$ cat src/sv/ibl_pkg.sv
// ----------------------------------------------------------------------------
// IO board liveness monitor package
// Shared widths, codes, limits and record types for the liveness monitor.
// ----------------------------------------------------------------------------
package ibl_pkg;

   // Field widths.
   localparam int unsigned BOARD_ID_W  = 8;
   localparam int unsigned TICK_STEP_W = 10;
   localparam int unsigned PERIOD_W    = 16;
   localparam int unsigned MISS_W      = 8;
   localparam int unsigned WAIT_W      = 3;
   localparam int unsigned CSR_DATA_W  = 16;

   // Miss handling limits.
   localparam logic [MISS_W-1:0]   MISS_ALARM_LIMIT = 8'd3;
   localparam logic [MISS_W-1:0]   MISS_MAX         = 8'hFF;
   localparam logic [WAIT_W-1:0]   WAIT_LIMIT       = 3'd5;
   localparam logic [PERIOD_W-1:0] ELAPSED_MAX      = 16'hFFFF;

   // Register reset values.
   localparam logic [TICK_STEP_W-1:0] TICK_STEP_RESET    = 10'd10;
   localparam logic [PERIOD_W-1:0]    CHECK_PERIOD_RESET = 16'd10;

   // Request kinds; the fourth code is unused and ignored.
   typedef enum logic [1:0] {
      OP_TICK  = 2'd0,
      OP_LIVE  = 2'd1,
      OP_CHECK = 2'd2
   } op_type;

   // Configuration register indexes.
   typedef enum logic [1:0] {
      CSR_PRESENT      = 2'd0,
      CSR_EXPECTED_ID  = 2'd1,
      CSR_TICK_STEP    = 2'd2,
      CSR_CHECK_PERIOD = 2'd3
   } csr_index_type;

   typedef struct packed {
      logic                   present;
      logic [BOARD_ID_W-1:0]  expected_id;
      logic [TICK_STEP_W-1:0] tick_step;
      logic [PERIOD_W-1:0]    check_period;
   } cfg_type;

   typedef struct packed {
      logic [PERIOD_W-1:0]   elapsed_ms;
      logic [BOARD_ID_W-1:0] live_id;
      logic [BOARD_ID_W-1:0] probe_id;
      logic [MISS_W-1:0]     misses;
      logic                  alarm;
      logic [WAIT_W-1:0]     wait_count;
      logic                  probing;
   } state_type;

   typedef struct packed {
      op_type                op;
      logic [BOARD_ID_W-1:0] board_id;
      logic                  update_busy;
   } req_type;

   typedef struct packed {
      logic              send_probe;
      logic              send_reassign;
      logic              send_read_request;
      logic              response_error;
      logic [MISS_W-1:0] miss_count;
   } rsp_type;

endpackage

$ cat src/sv/ibl_csr.sv
// ----------------------------------------------------------------------------
// IO board liveness monitor configuration registers
// Holds board presence, expected id, tick step and check period.
// ----------------------------------------------------------------------------
module ibl_csr import ibl_pkg::*; (
   input  logic                  clock,
   input  logic                  reset,
   input  logic                  csr_valid,
   input  csr_index_type         csr_index,
   input  logic [CSR_DATA_W-1:0] csr_data,
   output logic                  csr_ready,
   output cfg_type               cfg
);

   cfg_type cfg_ff;
   cfg_type cfg_in;

   // Writes are always taken.
   assign csr_ready = 1'b1;

   // Select the register being written and keep the low bits of the data.
   always_comb begin
      cfg_in = cfg_ff;
      if (csr_valid) begin
         unique case (csr_index)
            CSR_PRESENT:      cfg_in.present      = csr_data[0];
            CSR_EXPECTED_ID:  cfg_in.expected_id  = csr_data[BOARD_ID_W-1:0];
            CSR_TICK_STEP:    cfg_in.tick_step    = csr_data[TICK_STEP_W-1:0];
            CSR_CHECK_PERIOD: cfg_in.check_period = csr_data[PERIOD_W-1:0];
         endcase
      end
   end

   // Register bank.
   always_ff @(posedge clock) begin
      if (reset) begin
         cfg_ff.present      <= 1'b0;
         cfg_ff.expected_id  <= '0;
         cfg_ff.tick_step    <= TICK_STEP_RESET;
         cfg_ff.check_period <= CHECK_PERIOD_RESET;
      end else begin
         cfg_ff <= cfg_in;
      end
   end

   assign cfg = cfg_ff;

endmodule

$ cat src/sv/ibl_step.sv
// ----------------------------------------------------------------------------
// IO board liveness monitor update logic
// Works out the next monitor state and the response for one request.
// ----------------------------------------------------------------------------
module ibl_step import ibl_pkg::*; (
   input  cfg_type   cfg,
   input  state_type cur,
   input  req_type   req,
   output state_type nxt,
   output rsp_type   rsp
);

   logic [PERIOD_W:0]     elapsed_sum;
   logic [MISS_W-1:0]     misses_inc;
   logic [WAIT_W-1:0]     wait_inc;
   logic                  probe;
   logic                  reassign;
   logic                  read_req;

   // Increments used on the tick path; the miss count saturates, and the timer sum keeps a carry bit.
   assign elapsed_sum = {1'b0, cur.elapsed_ms}
                      + {{(PERIOD_W + 1 - TICK_STEP_W){1'b0}}, cfg.tick_step};
   assign misses_inc  = (cur.misses != MISS_MAX) ? cur.misses + 8'd1 : cur.misses;
   assign wait_inc    = cur.wait_count + 3'd1;

   // Next state and transmission requests.
   always_comb begin
      nxt      = cur;
      probe    = 1'b0;
      reassign = 1'b0;
      read_req = 1'b0;
      if (cfg.present) begin
         unique case (req.op)
            OP_LIVE: begin
               nxt.live_id = req.board_id;
            end
            OP_CHECK: begin
               if (cur.probing) begin
                  nxt.probe_id = req.board_id;
               end
            end
            OP_TICK: begin
               if (cur.elapsed_ms >= cfg.check_period) begin
                  nxt.elapsed_ms = '0;
                  if (!req.update_busy) begin
                     read_req = 1'b1;
                     if (cur.live_id == cfg.expected_id) begin
                        // A good reply releases the alarm.
                        if (cur.alarm) begin
                           nxt.misses = '0;
                           nxt.alarm  = 1'b0;
                        end
                     end else begin
                        nxt.misses = misses_inc;
                        if (misses_inc >= MISS_ALARM_LIMIT) begin
                           nxt.alarm = 1'b1;
                        end
                        nxt.wait_count = wait_inc;
                        if (wait_inc >= WAIT_LIMIT) begin
                           // Every fifth miss: probe, or act on the probe answer.
                           nxt.wait_count = '0;
                           if (!cur.probing) begin
                              probe        = 1'b1;
                              nxt.probe_id = '0;
                              nxt.probing  = 1'b1;
                              read_req     = 1'b0;
                           end else begin
                              reassign    = (cur.probe_id == cfg.expected_id);
                              nxt.probing = 1'b0;
                           end
                        end
                     end
                     if (read_req) begin
                        nxt.live_id = '0;
                     end
                  end
               end else begin
                  nxt.elapsed_ms = elapsed_sum[PERIOD_W] ? ELAPSED_MAX
                                                         : elapsed_sum[PERIOD_W-1:0];
               end
            end
            default: begin
               // Unused request code: nothing changes.
            end
         endcase
      end
   end

   // Response record.
   assign rsp.send_probe        = probe;
   assign rsp.send_reassign     = reassign;
   assign rsp.send_read_request = read_req;
   assign rsp.response_error    = nxt.alarm;
   assign rsp.miss_count        = nxt.misses;

endmodule

$ cat src/sv/io_board_liveness_monitor.sv
// ----------------------------------------------------------------------------
// IO board liveness monitor
// Counts missed replies from a remote IO board, raises a response alarm and
// requests probe, re-assign and data-read transmissions.
// ----------------------------------------------------------------------------
//   Channel   Direction   Handshake              Carries
//   req_      in          req_valid/req_ready    op, board id, update busy
//   rsp_      out         rsp_valid/rsp_ready    send flags, alarm, miss count
//   csr_      in          csr_valid/csr_ready    register index, write data
//
// One request is accepted per cycle unless a stalled response holds the
// pipeline. The input register loads at the accepting edge, and the update
// then loads the response register, which makes the response valid. The
// monitor state updates in the same cycle as the response register loads.
// A stalled response holds the pipeline; the input register keeps taking
// requests while it is empty or moving on. Reset is synchronous, clears the
// valid flags and the monitor state and resets the configuration registers.
// ----------------------------------------------------------------------------
module io_board_liveness_monitor import ibl_pkg::*; (
   input  logic                  clock,
   input  logic                  reset,
   // Request channel
   input  logic                  req_valid,
   output logic                  req_ready,
   input  logic [1:0]            req_op,
   input  logic [BOARD_ID_W-1:0] req_board_id,
   input  logic                  req_update_busy,
   // Response channel
   output logic                  rsp_valid,
   input  logic                  rsp_ready,
   output logic                  rsp_send_probe,
   output logic                  rsp_send_reassign,
   output logic                  rsp_send_read_request,
   output logic                  rsp_response_error,
   output logic [MISS_W-1:0]     rsp_miss_count,
   // Configuration channel
   input  logic                  csr_valid,
   output logic                  csr_ready,
   input  logic [1:0]            csr_index,
   input  logic [CSR_DATA_W-1:0] csr_data
);

   cfg_type   cfg;
   req_type   req_ff;
   req_type   req_in;
   logic      req_valid_ff;
   state_type state_ff;
   state_type state_in;
   rsp_type   rsp_ff;
   rsp_type   rsp_in;
   logic      rsp_valid_ff;
   logic      advance;

   // Configuration registers.
   ibl_csr u_csr (
      .clock     (clock),
      .reset     (reset),
      .csr_valid (csr_valid),
      .csr_index (csr_index_type'(csr_index)),
      .csr_data  (csr_data),
      .csr_ready (csr_ready),
      .cfg       (cfg)
   );

   // Update logic between the input register and the response register.
   ibl_step u_step (
      .cfg (cfg),
      .cur (state_ff),
      .req (req_ff),
      .nxt (state_in),
      .rsp (rsp_in)
   );

   // Pipeline flow control.
   assign advance   = req_valid_ff && (!rsp_valid_ff || rsp_ready);
   assign req_ready = !req_valid_ff || advance;

   assign req_in.op          = op_type'(req_op);
   assign req_in.board_id    = req_board_id;
   assign req_in.update_busy = req_update_busy;

   // Input register.
   always_ff @(posedge clock) begin
      if (reset) begin
         req_valid_ff <= 1'b0;
      end else if (req_ready) begin
         req_valid_ff <= req_valid;
      end
   end

   always_ff @(posedge clock) begin
      if (req_valid && req_ready) begin
         req_ff <= req_in;
      end
   end

   // Monitor state.
   always_ff @(posedge clock) begin
      if (reset) begin
         state_ff <= '0;
      end else if (advance) begin
         state_ff <= state_in;
      end
   end

   // Response register.
   always_ff @(posedge clock) begin
      if (reset) begin
         rsp_valid_ff <= 1'b0;
      end else if (advance) begin
         rsp_valid_ff <= 1'b1;
      end else if (rsp_ready) begin
         rsp_valid_ff <= 1'b0;
      end
   end

   always_ff @(posedge clock) begin
      if (advance) begin
         rsp_ff <= rsp_in;
      end
   end

   assign rsp_valid             = rsp_valid_ff;
   assign rsp_send_probe        = rsp_ff.send_probe;
   assign rsp_send_reassign     = rsp_ff.send_reassign;
   assign rsp_send_read_request = rsp_ff.send_read_request;
   assign rsp_response_error    = rsp_ff.response_error;
   assign rsp_miss_count        = rsp_ff.miss_count;

   // A probe is never sent together with a re-assign or a data read.
   a_probe_alone: assert property (@(posedge clock) disable iff (reset)
      rsp_valid && rsp_send_probe |-> !rsp_send_reassign && !rsp_send_read_request)
      else $error("probe sent together with another transmission");

   // The alarm only stands once enough misses have been counted.
   a_alarm_misses: assert property (@(posedge clock) disable iff (reset)
      state_ff.alarm |-> state_ff.misses >= MISS_ALARM_LIMIT)
      else $error("alarm raised with too few misses");

   // A re-assign only follows an outstanding probe.
   a_reassign_probe: assert property (@(posedge clock) disable iff (reset)
      advance && rsp_in.send_reassign |-> state_ff.probing)
      else $error("re-assign without an outstanding probe");

endmodule

$ cat config.mk
export PLATFORM = sky130hd
export DESIGN_NAME = io_board_liveness_monitor
export DESIGN_NICKNAME = d
export VERILOG_FILES = /design/src/sv/ibl_pkg.sv /design/src/sv/ibl_csr.sv /design/src/sv/ibl_step.sv /design/src/sv/io_board_liveness_monitor.sv
export SDC_FILE = /design/constraint.sdc
export NUM_CORES = 1
export LEC_CHECK = 0
export ABC_CLOCK_PERIOD_IN_PS = 5200
export BUFFER_PORTS_ARGS = -buffer_cell sky130_fd_sc_hd__buf_4
export CELL_PAD_IN_SITES_DETAIL_PLACEMENT = 0
export CELL_PAD_IN_SITES_GLOBAL_PLACEMENT = 1
export CORE_MARGIN = 8
export CORE_UTILIZATION = 39
export DETAILED_ROUTE_END_ITERATION = 10
export GPL_ROUTABILITY_DRIVEN = 1
export PLACE_DENSITY_LB_ADDON = 0.1
export SYNTH_ARGS = -nofsm -noshare
export SYNTH_HDL_FRONTEND = slang
export SYNTH_SLANG_ARGS = --single-unit
$ cat constraint.sdc
create_clock -name clock -period 5.2 [get_ports clock]
set_clock_uncertainty 0.05 [all_clocks]
set_input_delay 0.78 -clock clock [delete_from_list [all_inputs] [get_ports clock]]
set_output_delay 0.78 -clock clock [all_outputs]
set_load 0.005 [all_outputs]
### Yosys cells after proc, flatten, opt, wreduce, memory -nomap -nowiden

Index checks and enable logic that the tools add are counted.

| cells by class | value |
|---|---|
| reductions and logical operators | 23 |
| add/subtract/negate cells | 3 |
| order comparisons | 3 |
| bitwise operators | 7 |
| multiplexer cells | 29 |
| equality and inequality tests | 15 |

Operators by type and width:

| cell | count |
|---|---|
| 29-bit 2-to-1 mux | 2 |
| 8-bit 2-to-1 mux | 6 |
| 16-bit 2-to-1 mux | 2 |
| 8-bit case mux with 2 select lines | 2 |
| 13-bit 2-to-1 mux | 2 |
| 9-bit 2-to-1 mux | 2 |
| 16-bit by 10-bit adder with 17-bit output | 1 |
| 8-bit == test | 2 |
| 16-bit greater-or-equal comparator | 1 |
| 6-bit AND reduction | 2 |
| 1-bit 2-to-1 mux | 11 |
| 2-bit != test, second input constant | 5 |
| 9-bit AND reduction | 1 |
| 8-bit by 1-bit adder with 8-bit output, second input constant | 1 |
| 8-bit by 2-bit greater-or-equal comparator with 1-bit output, second input constant | 1 |
| 4-bit 2-to-1 mux | 2 |
| 8-bit != test, second input constant | 1 |
| 2-bit AND reduction | 4 |
| 1-bit inverter | 7 |
| 7-bit AND reduction | 1 |
| 7-bit OR reduction | 1 |
| 2-bit == test, second input constant | 3 |
| 2-bit nonzero test | 3 |
| 6-bit OR reduction | 1 |
| 10 further kinds | 16 |

| word-level totals | value |
|---|---|
| bits of input ports | 34 |
| word-level logic and storage cells | 101 |
| register bits after elaboration | 105 |
| output and inout bits | 15 |

### Depth between registers and ports, before layout

Gate-level depths: netlist of run 1.

| logic depth | value |
|---|---|
| depth after elaboration | 13 |
| gate-level depth with buffers | 10 |
| gate-level depth less buffers | 9 |

### Cells and area by module

A second synthesis of run 1 with hierarchy kept.

| second synthesis, totals | value |
|---|---|
| cell total of the unflattened synthesis | 749 |
| area total of the unflattened synthesis | 6767.7 µm² |

Modules (own cells, without submodules):

| module | sequential area each (µm²) | instances | cells an instance | area each (µm²) |
|---|---|---|---|---|
| io_board_liveness_monitor | 1631.6 | 1 | 228 | 2836.5 |
| ibl_step | 0.0 | 1 | 382 | 2448.6 |
| ibl_csr | 700.7 | 1 | 139 | 1482.7 |

### Worst setup path after synthesis of run 1

No wires, ideal clock.

| path | value |
|---|---|
| path type | input -> register |
| start point | in rsp_ready |
| end point | reg state_ff[21] (netlist name) |
| setup time | 0.074 ns |
| setup slack | 2.819 ns |
| required time | 5.076 ns |
| stages | 7 |
| arrival time | 2.256 ns |
| path buffers | 1 |
| cells stage by stage | nand2b_1 and2_1 buf_2 nand3b_1 nor3b_1 a32oi_1 o21ai_0 |

| on the way | value |
|---|---|
| longest elaborated chain between the ends | 3 |

Ends and longest elaborated chain:

| item | line | text |
|---|---|---|
| start: declaration | io_board_liveness_monitor.sv:30 | `input logic rsp_ready,` |
| 1-bit logical OR | io_board_liveness_monitor.sv:75 | `assign advance = req_valid_ff && (!rsp_valid_ff \|\| rsp_ready);` |
| 1-bit logical AND | io_board_liveness_monitor.sv:75 |  |
| named net advance | io_board_liveness_monitor.sv:52 | `logic advance;` |
| 6-bit AND reduction (no line) | - |  |
| end signal: assignment | io_board_liveness_monitor.sv:102 | `state_ff <= state_in;` |
| end: declaration | io_board_liveness_monitor.sv:47 | `state_type state_ff;` |

The timed path passes the listed nets, and every way through them passes these cells.
A chain may end at the register's enable or synchronous reset.

==> impl_metrics.csv, run 1 <==
group,metric,value,unit
flow_run,maxCapViolCount,0,
global_route,grt.overflow.total,0,
power_and_ir_drop,pwr-share-comb,0.071,
power_and_ir_drop,power_frac_seq,0.504,
sta,slew-limit-headroom,0.328,
worst_setup_path,end_kind,"flop",
worst_setup_path,cp_num_cells,9,
final_layout,fillers,1360,
status,status,"finished, final reports clean",
worst_setup_path,r2r_start,"state_ff[29]",
worst_setup_path,r2r_cells,9,
final_layout,final_nets,720,
floorplanning,num_rows,43,
clock_tree,worstSkewPairLatency,350,ps
clock_tree,cts_buffers,9,
global_route,grt_pass1_vias,4597,
hold_path,hold_path.class,"flop to flop",
synthesis,syn_inst,626,
clock_tree,post_cts_resized,0,
worst_setup_path,crit_family,"compound AO/OA/AOI/OAI gates",
synthesis,synth_edf_count,23,
floorplanning,ios,49,
worst_setup_path,crit_arrival,2930,ps
final_layout,drive_above_1_share,0.118,
clock_tree,post_cts_buffers,0,
sta,worstMarginPinSlew,1010,ps
clock_tree,postCtsHoldBufs,0,
power_and_ir_drop,power_leakage,0.00243,uW
worst_setup_path,slowest_delay,480,ps
final_layout,diodes,0,
worst_setup_path,rrSetupSlack,2280,ps
sta,whs,406,ps
power_and_ir_drop,p_int,1310,uW
synthesis,synth.avg_cell_area,8.76,um2
sta,min_period,2920,ps
sta,rsz0062_at_grt,"false",
global_route,grt_max_degree,61,
clock_tree,cts_buffer_depth,2,
drt,drt_first_iter_violations,239,
synthesis,yosys.cell_types.count,65,
sta,fin_ws,2280,ps
final_layout,area_growth,14.0,%
sta,slew_viol_final,0,
global_route,track_usage,0.161,
worst_setup_path,slowest_stage,"o21ai_0",
worst_setup_path,critPathKind,"flop to flop",
worst_setup_path,critical_path_buf_inv_count,2,
drt,drt-vias-per-instance,5.45,
floorplanning,die_w,135,um
global_route,antenna_found_initial,0,
sta,finalSetupViolations,0,
sta,max_freq,342,MHz
worst_setup_path,worstSetupEndpoint,"rsp_miss_count[0]",
power_and_ir_drop,vdd_drop_max,0.214,mV
drt,vias,4587,
power_and_ir_drop,p_switching,410,uW
synthesis,synth_nets,690,
power_and_ir_drop,p_per_area,274,nW/um2
worst_setup_path,critPathLaunchType,"flop",
worst_setup_path,rr_endpoint,"rsp_miss_count[0]",
drt,wl,14200,um
place,io_buffers,47,
drt,drtPass1Iterations,4,
place,dpl.hpwl,10400,um
global_route,grt_pass1_wl,23400,um
drt,drc,0,
power_and_ir_drop,p_sw_frac,0.239,
floorplanning,core-area,13800,um2
clock_tree,cts_tree,"built",
floorplanning,start_util,0.397,
place,gp_congestion,0.811,
synthesis,synthFlopType,"dfxtp_1",
clock_tree,clockRootBuffer,"clkbuf_16",
clock_tree,cts_max_level,3,
hold_path,worstHoldStart,"u_csr.cfg[13]",
floorplanning,die_h,135,um
synthesis,ys_async_sr_fraction,0,
drt,postRouteAntennaNets,0,
worst_setup_path,cp-startpoint,"state_ff[29]",
place,dpl_worst_slack,1950,ps
clock_tree,clock-sinks,105,
synthesis,synth_area,5490,um2
worst_setup_path,crit_chain,"inv_1 > ha_1 > nand2b_1 > a211oi_1 > o21ai_0 > a21oi_2 > buf_4 > nor3_1 > o221ai_1",
worst_setup_path,cp.required,5210,ps
power_and_ir_drop,total_power,1720,uW
synthesis,yosysSeqAreaShare,0.425,
synthesis,synth-seq-cells,105,
power_and_ir_drop,clkPwrFrac,0.425,
worst_setup_path,crit_fanout,14,
synthesis,ys_warn_count,0,
clock_tree,clkTransAtPathRegs,70,ps
sta,fin_crit_sh,0.562,
sta,hold_viol,0,
floorplanning,dieArea,18100,um2
sta,fin_setup_tns,0,ps
drt,post_drt_wl_per_cell,16.9,um
sequential cells by signal (all words and copies together) (netlist names):
signal	count
req_ff	11
rsp_send_reassign	1
rsp_valid	1
req_valid_ff	1
u_csr.cfg	35
rsp_miss_count	8
state_ff	45
rsp_send_probe	1
rsp_response_error	1
rsp_send_read_request	1
cells in the mapped netlist, types with 3 or more instances:
| library cell | number | area [um2] |
|---|---|---|
| buf_1 | 3 | 11.3 |
| nand4_1 | 11 | 68.8 |
| nor3b_1 | 3 | 22.5 |
| nor3_1 | 11 | 55.1 |
| o211ai_1 | 8 | 60.1 |
| edfxtp_1 | 23 | 691 |
| clkbuf_1 | 19 | 71.3 |
| xor2_1 | 17 | 149 |
| xnor2_1 | 7 | 61.3 |
| a21oi_1 | 53 | 265 |
| o21ai_0 | 32 | 160 |
| inv_1 | 42 | 158 |
| nand2b_1 | 3 | 18.8 |
| mux2i_1 | 18 | 180 |
| buf_2 | 3 | 15.0 |
| a31oi_1 | 12 | 75.1 |
| nor4_1 | 4 | 25.0 |
| nor2_1 | 31 | 116 |
| a2111o_1 | 3 | 33.8 |
| nand2_1 | 97 | 364 |
| nor2b_1 | 5 | 31.3 |
| dfxtp_1 | 82 | 1640 |
| and2_1 | 5 | 31.3 |
| a32oi_1 | 9 | 78.8 |
| a21o_1 | 3 | 22.5 |
| ha_1 | 29 | 363 |
| and3_1 | 10 | 62.6 |
| o31ai_1 | 6 | 45.0 |
| a211oi_1 | 9 | 67.6 |
| o22ai_1 | 5 | 31.3 |
| nand3_1 | 17 | 85.1 |
routing by layer:
layer,GRT usage,part of all wire,wire length [um]
met1,0.216,0.50,7060
met2,0.258,0.46,6500
met3,0.0379,0.038,532
met4,0.0343,0.0060,85
met5,0,0,0
power groups by stage:
stage / sequential (uW) / clock [uW] / combinational (uW)
finish: 865 / 729 / 122
global route: 868 / 778 / 138
CTS: 866 / 749 / 123
detailed placement: 885 / 0 / 122
global placement: 884 / 0 / 120
floorplan: 881 / 0 / 72.5
cell usage in the layout (no fill, tap or decap), types with 10 or more instances in the layout:
| master | netlist | routed |
|---|---|---|
| nand2_1 | 97 | 97 |
| dfxtp_1 | 82 | 82 |
| a21oi_1 | 53 | 53 |
| buf_4 | 2 | 48 |
| inv_1 | 42 | 42 |
| o21ai_0 | 32 | 32 |
| nor2_1 | 31 | 31 |
| ha_1 | 29 | 29 |
| edfxtp_1 | 23 | 23 |
| mux2i_1 | 18 | 18 |
| xor2_1 | 17 | 17 |
| nand3_1 | 17 | 17 |
| a31oi_1 | 12 | 12 |
| nand4_1 | 11 | 11 |
| nor3_1 | 11 | 11 |
| and3_1 | 10 | 10 |
| clkbuf_16 | 0 | 10 |
how the worst min path moves through the flow:
stage	end	slack [ps]	cells past startpoint
floorplan	u_csr.cfg[10]	390	2
finish	u_csr.cfg[13]	410	2
global placement	u_csr.cfg[6]	390	2
global route	u_csr.cfg[14]	430	2
CTS	u_csr.cfg[13]	410	2
detailed placement	u_csr.cfg[13]	400	2
final cells by class:
cell class                 instances  area (um2)  area share
clock buffer                      10         250      0.0400
inverter                          42         158      0.0252
clock inverter                     6        70.1      0.0112
timing repair buffer              48         360      0.0576
sequential                       105        2330       0.373
tap                              180         225      0.0360
multi-input combinational        450        2860       0.457
logic make-up (layout without fill, tap and decap cells):
| logic type | count (synthesis) | in the layout | share of synthesized area |
|---|---|---|---|
| multiplexers | 19 | 19 | 0.0349 |
| adder cells (fa/ha/maj) | 30 | 30 | 0.0698 |
| AND/OR/NAND/NOR | 215 | 215 | 0.189 |
| AO/OA/AOI/OAI | 161 | 161 | 0.189 |
| flip-flops | 105 | 105 | 0.425 |
| buffers and inverters | 71 | 106 | 0.0534 |
| other | 1 | 1 | 0.000683 |
| XOR/XNOR | 24 | 24 | 0.0383 |
stage by stage:
stage | util | instance area [um2] | cells
final | 0.453 | 6260 | 841
after global routing | 0.453 | 6260 | 841
after CTS | 0.453 | 6260 | 841
after detailed placement | 0.429 | 5940 | 825
after global placement | 0.429 | 5940 | 825
after floorplan | - | 5490 | 626
tightest hold or removal path, cell delays in order, from the launching register on:
cell and delay [ps]:
dfxtp_1 310, nand2_1 50, a21oi_1 50
(Power assumes the default switching activity.)
==> run 2, diff against run 1 <==
--- a/config.mk
+++ b/config.mk
@@ -5,7 +5,7 @@
 export SDC_FILE = /design/constraint.sdc
 export NUM_CORES = 1
 export LEC_CHECK = 0
-export ABC_CLOCK_PERIOD_IN_PS = 5200
+export ABC_CLOCK_PERIOD_IN_PS = 2600
 export BUFFER_PORTS_ARGS = -buffer_cell sky130_fd_sc_hd__buf_4
 export CELL_PAD_IN_SITES_DETAIL_PLACEMENT = 0
 export CELL_PAD_IN_SITES_GLOBAL_PLACEMENT = 1
==> constraint.sdc (replaced) <==
create_clock -name clock -period 2.6 [get_ports clock]
set_clock_uncertainty 0.05 [all_clocks]
set_input_delay 0.39 -clock clock [delete_from_list [all_inputs] [get_ports clock]]
set_output_delay 0.39 -clock clock [all_outputs]
set_load 0.005 [all_outputs]
==> impl_metrics.csv, run 2 (synthesis results as in run 1) <==
group,metric,value,unit
final_layout,largest_register,"state_ff",
drt,vias,4752,
sta,max_freq,419,MHz
worst_setup_path,slowest_delay,430,ps
clock_tree,clkTransAtPathRegs,80,ps
sta,slew_viol_final,0,
worst_setup_path,cp_num_cells,10,
clock_tree,cts_tree,"built",
global_route,grt_max_degree,36,
floorplanning,num_rows,43,
status,status,"finished, final reports clean",
worst_setup_path,critPathKind,"flop to flop",
sta,slew-limit-headroom,0.350,
floorplanning,dieArea,18100,um2
final_layout,drive_above_1_share,0.154,
final_layout,final_common_cell,"nand2_1",
worst_setup_path,crit_family,"compound AO/OA/AOI/OAI gates",
clock_tree,worstSkewPairLatency,370,ps
final_layout,largest_reg_flops,45,
drt,post_drt_wl_per_cell,16.9,um
global_route,grt.overflow.total,0,
place,io_buffers,47,
sta,rsz0062_at_grt,"false",
global_route,grt_pass1_wl,24200,um
worst_setup_path,critPathLaunchType,"flop",
final_layout,fillers,1344,
drt,wl,14600,um
final_layout,seqCellArea,2330,um2
final_layout,final_nets,743,
sta,min_period,2380,ps
power_and_ir_drop,p_per_area,536,nW/um2
power_and_ir_drop,vdd_drop_max,0.384,mV
worst_setup_path,critical_path_buf_inv_count,3,
clock_tree,clock-sinks,105,
worst_setup_path,end_kind,"flop",
floorplanning,core-area,13800,um2
place,gp_congestion,0.817,
worst_setup_path,crit_arrival,2610,ps
final_layout,final_cell_mix,"nand2_1 (97), dfxtp_1 (82), buf_4 (69), a21oi_1 (53), inv_1 (42)",
floorplanning,start_util,0.397,
clock_tree,postCtsHoldBufs,0,
sta,worstMarginPinSlew,973,ps
place,dpl.hpwl,10900,um
clock_tree,post_cts_resized,0,
worst_setup_path,cp.required,2830,ps
hold_path,hold_path.class,"primary input to flop",
flow_run,maxCapViolCount,0,
floorplanning,die_w,135,um
sta,hold_viol,0,
global_route,track_usage,0.166,
final_layout,multi_input_area,2880,um2
clock_tree,cts_buffers,9,
sta,fin_setup_tns,0,ps
sta,fin_crit_sh,0.917,
drt,drc,0,
worst_setup_path,r2r_cells,10,
final_layout,diodes,0,
final_layout,area_growth,18.0,%
drt,drt_first_iter_violations,349,
global_route,grt_pass1_vias,4645,
drt,postRouteAntennaNets,0,
worst_setup_path,cpMostUsedCell,"nor2_1",
drt,drt-vias-per-instance,5.50,
floorplanning,ios,49,
clock_tree,clockRootBuffer,"clkbuf_16",
worst_setup_path,crit_chain,"inv_1 > ha_1 > a211oi_2 > nor2_1 > a2111o_1 > a21oi_2 > buf_12 > buf_4 > nor2_1 > a211oi_1",
power_and_ir_drop,power_leakage,0.00256,uW
floorplanning,die_h,135,um
clock_tree,cts_buffer_depth,2,
worst_setup_path,crit_fanout,18,
worst_setup_path,slowest_stage,"a2111o_1",
clock_tree,cts_max_level,3,
hold_path,whs_path_depth,1,
global_route,antenna_found_initial,0,
drt,drtPass1Iterations,6,
place,placed_cell_area,6130,um2
sta,finalSetupViolations,0,
clock_tree,post_cts_buffers,0,
final_layout,finalInstanceArea,6470,um2
run 2: cell count changes in the layout (fill, tap and decap cells not counted), sizes merged:
cell	delta
buf	+23
inv	+2
clkbuf	-1
clkinvlp	-1
run 2: per-stage QoR:
step	cells	hold WS [ps]	power, uW	setup WS, ps	util
3_3_place_gp	848	392	2020	92.2	0.444
3_5_place_dp	848	399	2030	43.4	0.444
2_1_floorplan	626	386	1910	316	-
6_report	864	146	3470	216	0.468
5_1_grt	864	128	3610	18.2	0.468
4_1_cts	864	133	3500	22.6	0.467
run 2: routing by layer:
layer	up-vias	wire length [um]	GRT usage
met1	2284	7130	0.226
met3	12	691	0.0383
met5	-	0	0
met2	113	6670	0.258
met4	0	133	0.0437
li1	2343	-	-
run 2: layout make-up:
cell class,count,share of cell area
Clock buffer,9,0.0348
Timing Repair Buffer,71,0.0862
Multi-Input combinational cell,450,0.445
Tap cell,180,0.0348
Inverter,42,0.0244
Sequential cell,105,0.360
Clock inverter,7,0.0145
run 2: worst paths after layout:
| check | to | slack [ps] | start |
|---|---|---|---|
| setup / recovery | state_ff[10] | 220 | u_csr.cfg[13] |
| hold / removal | req_ff[8] | 150 | req_board_id[7] |
| setup reg to reg | state_ff[10] | 220 | u_csr.cfg[13] |
| hold reg to reg | u_csr.cfg[2] | 410 | u_csr.cfg[2] |
run 2: report_power, final:
group          internal, uW  total, uW  switching (uW)
clock                   777       1480             702
combinational           105        262             157
sequential             1700       1730            26.2
total                  2590       3470             885
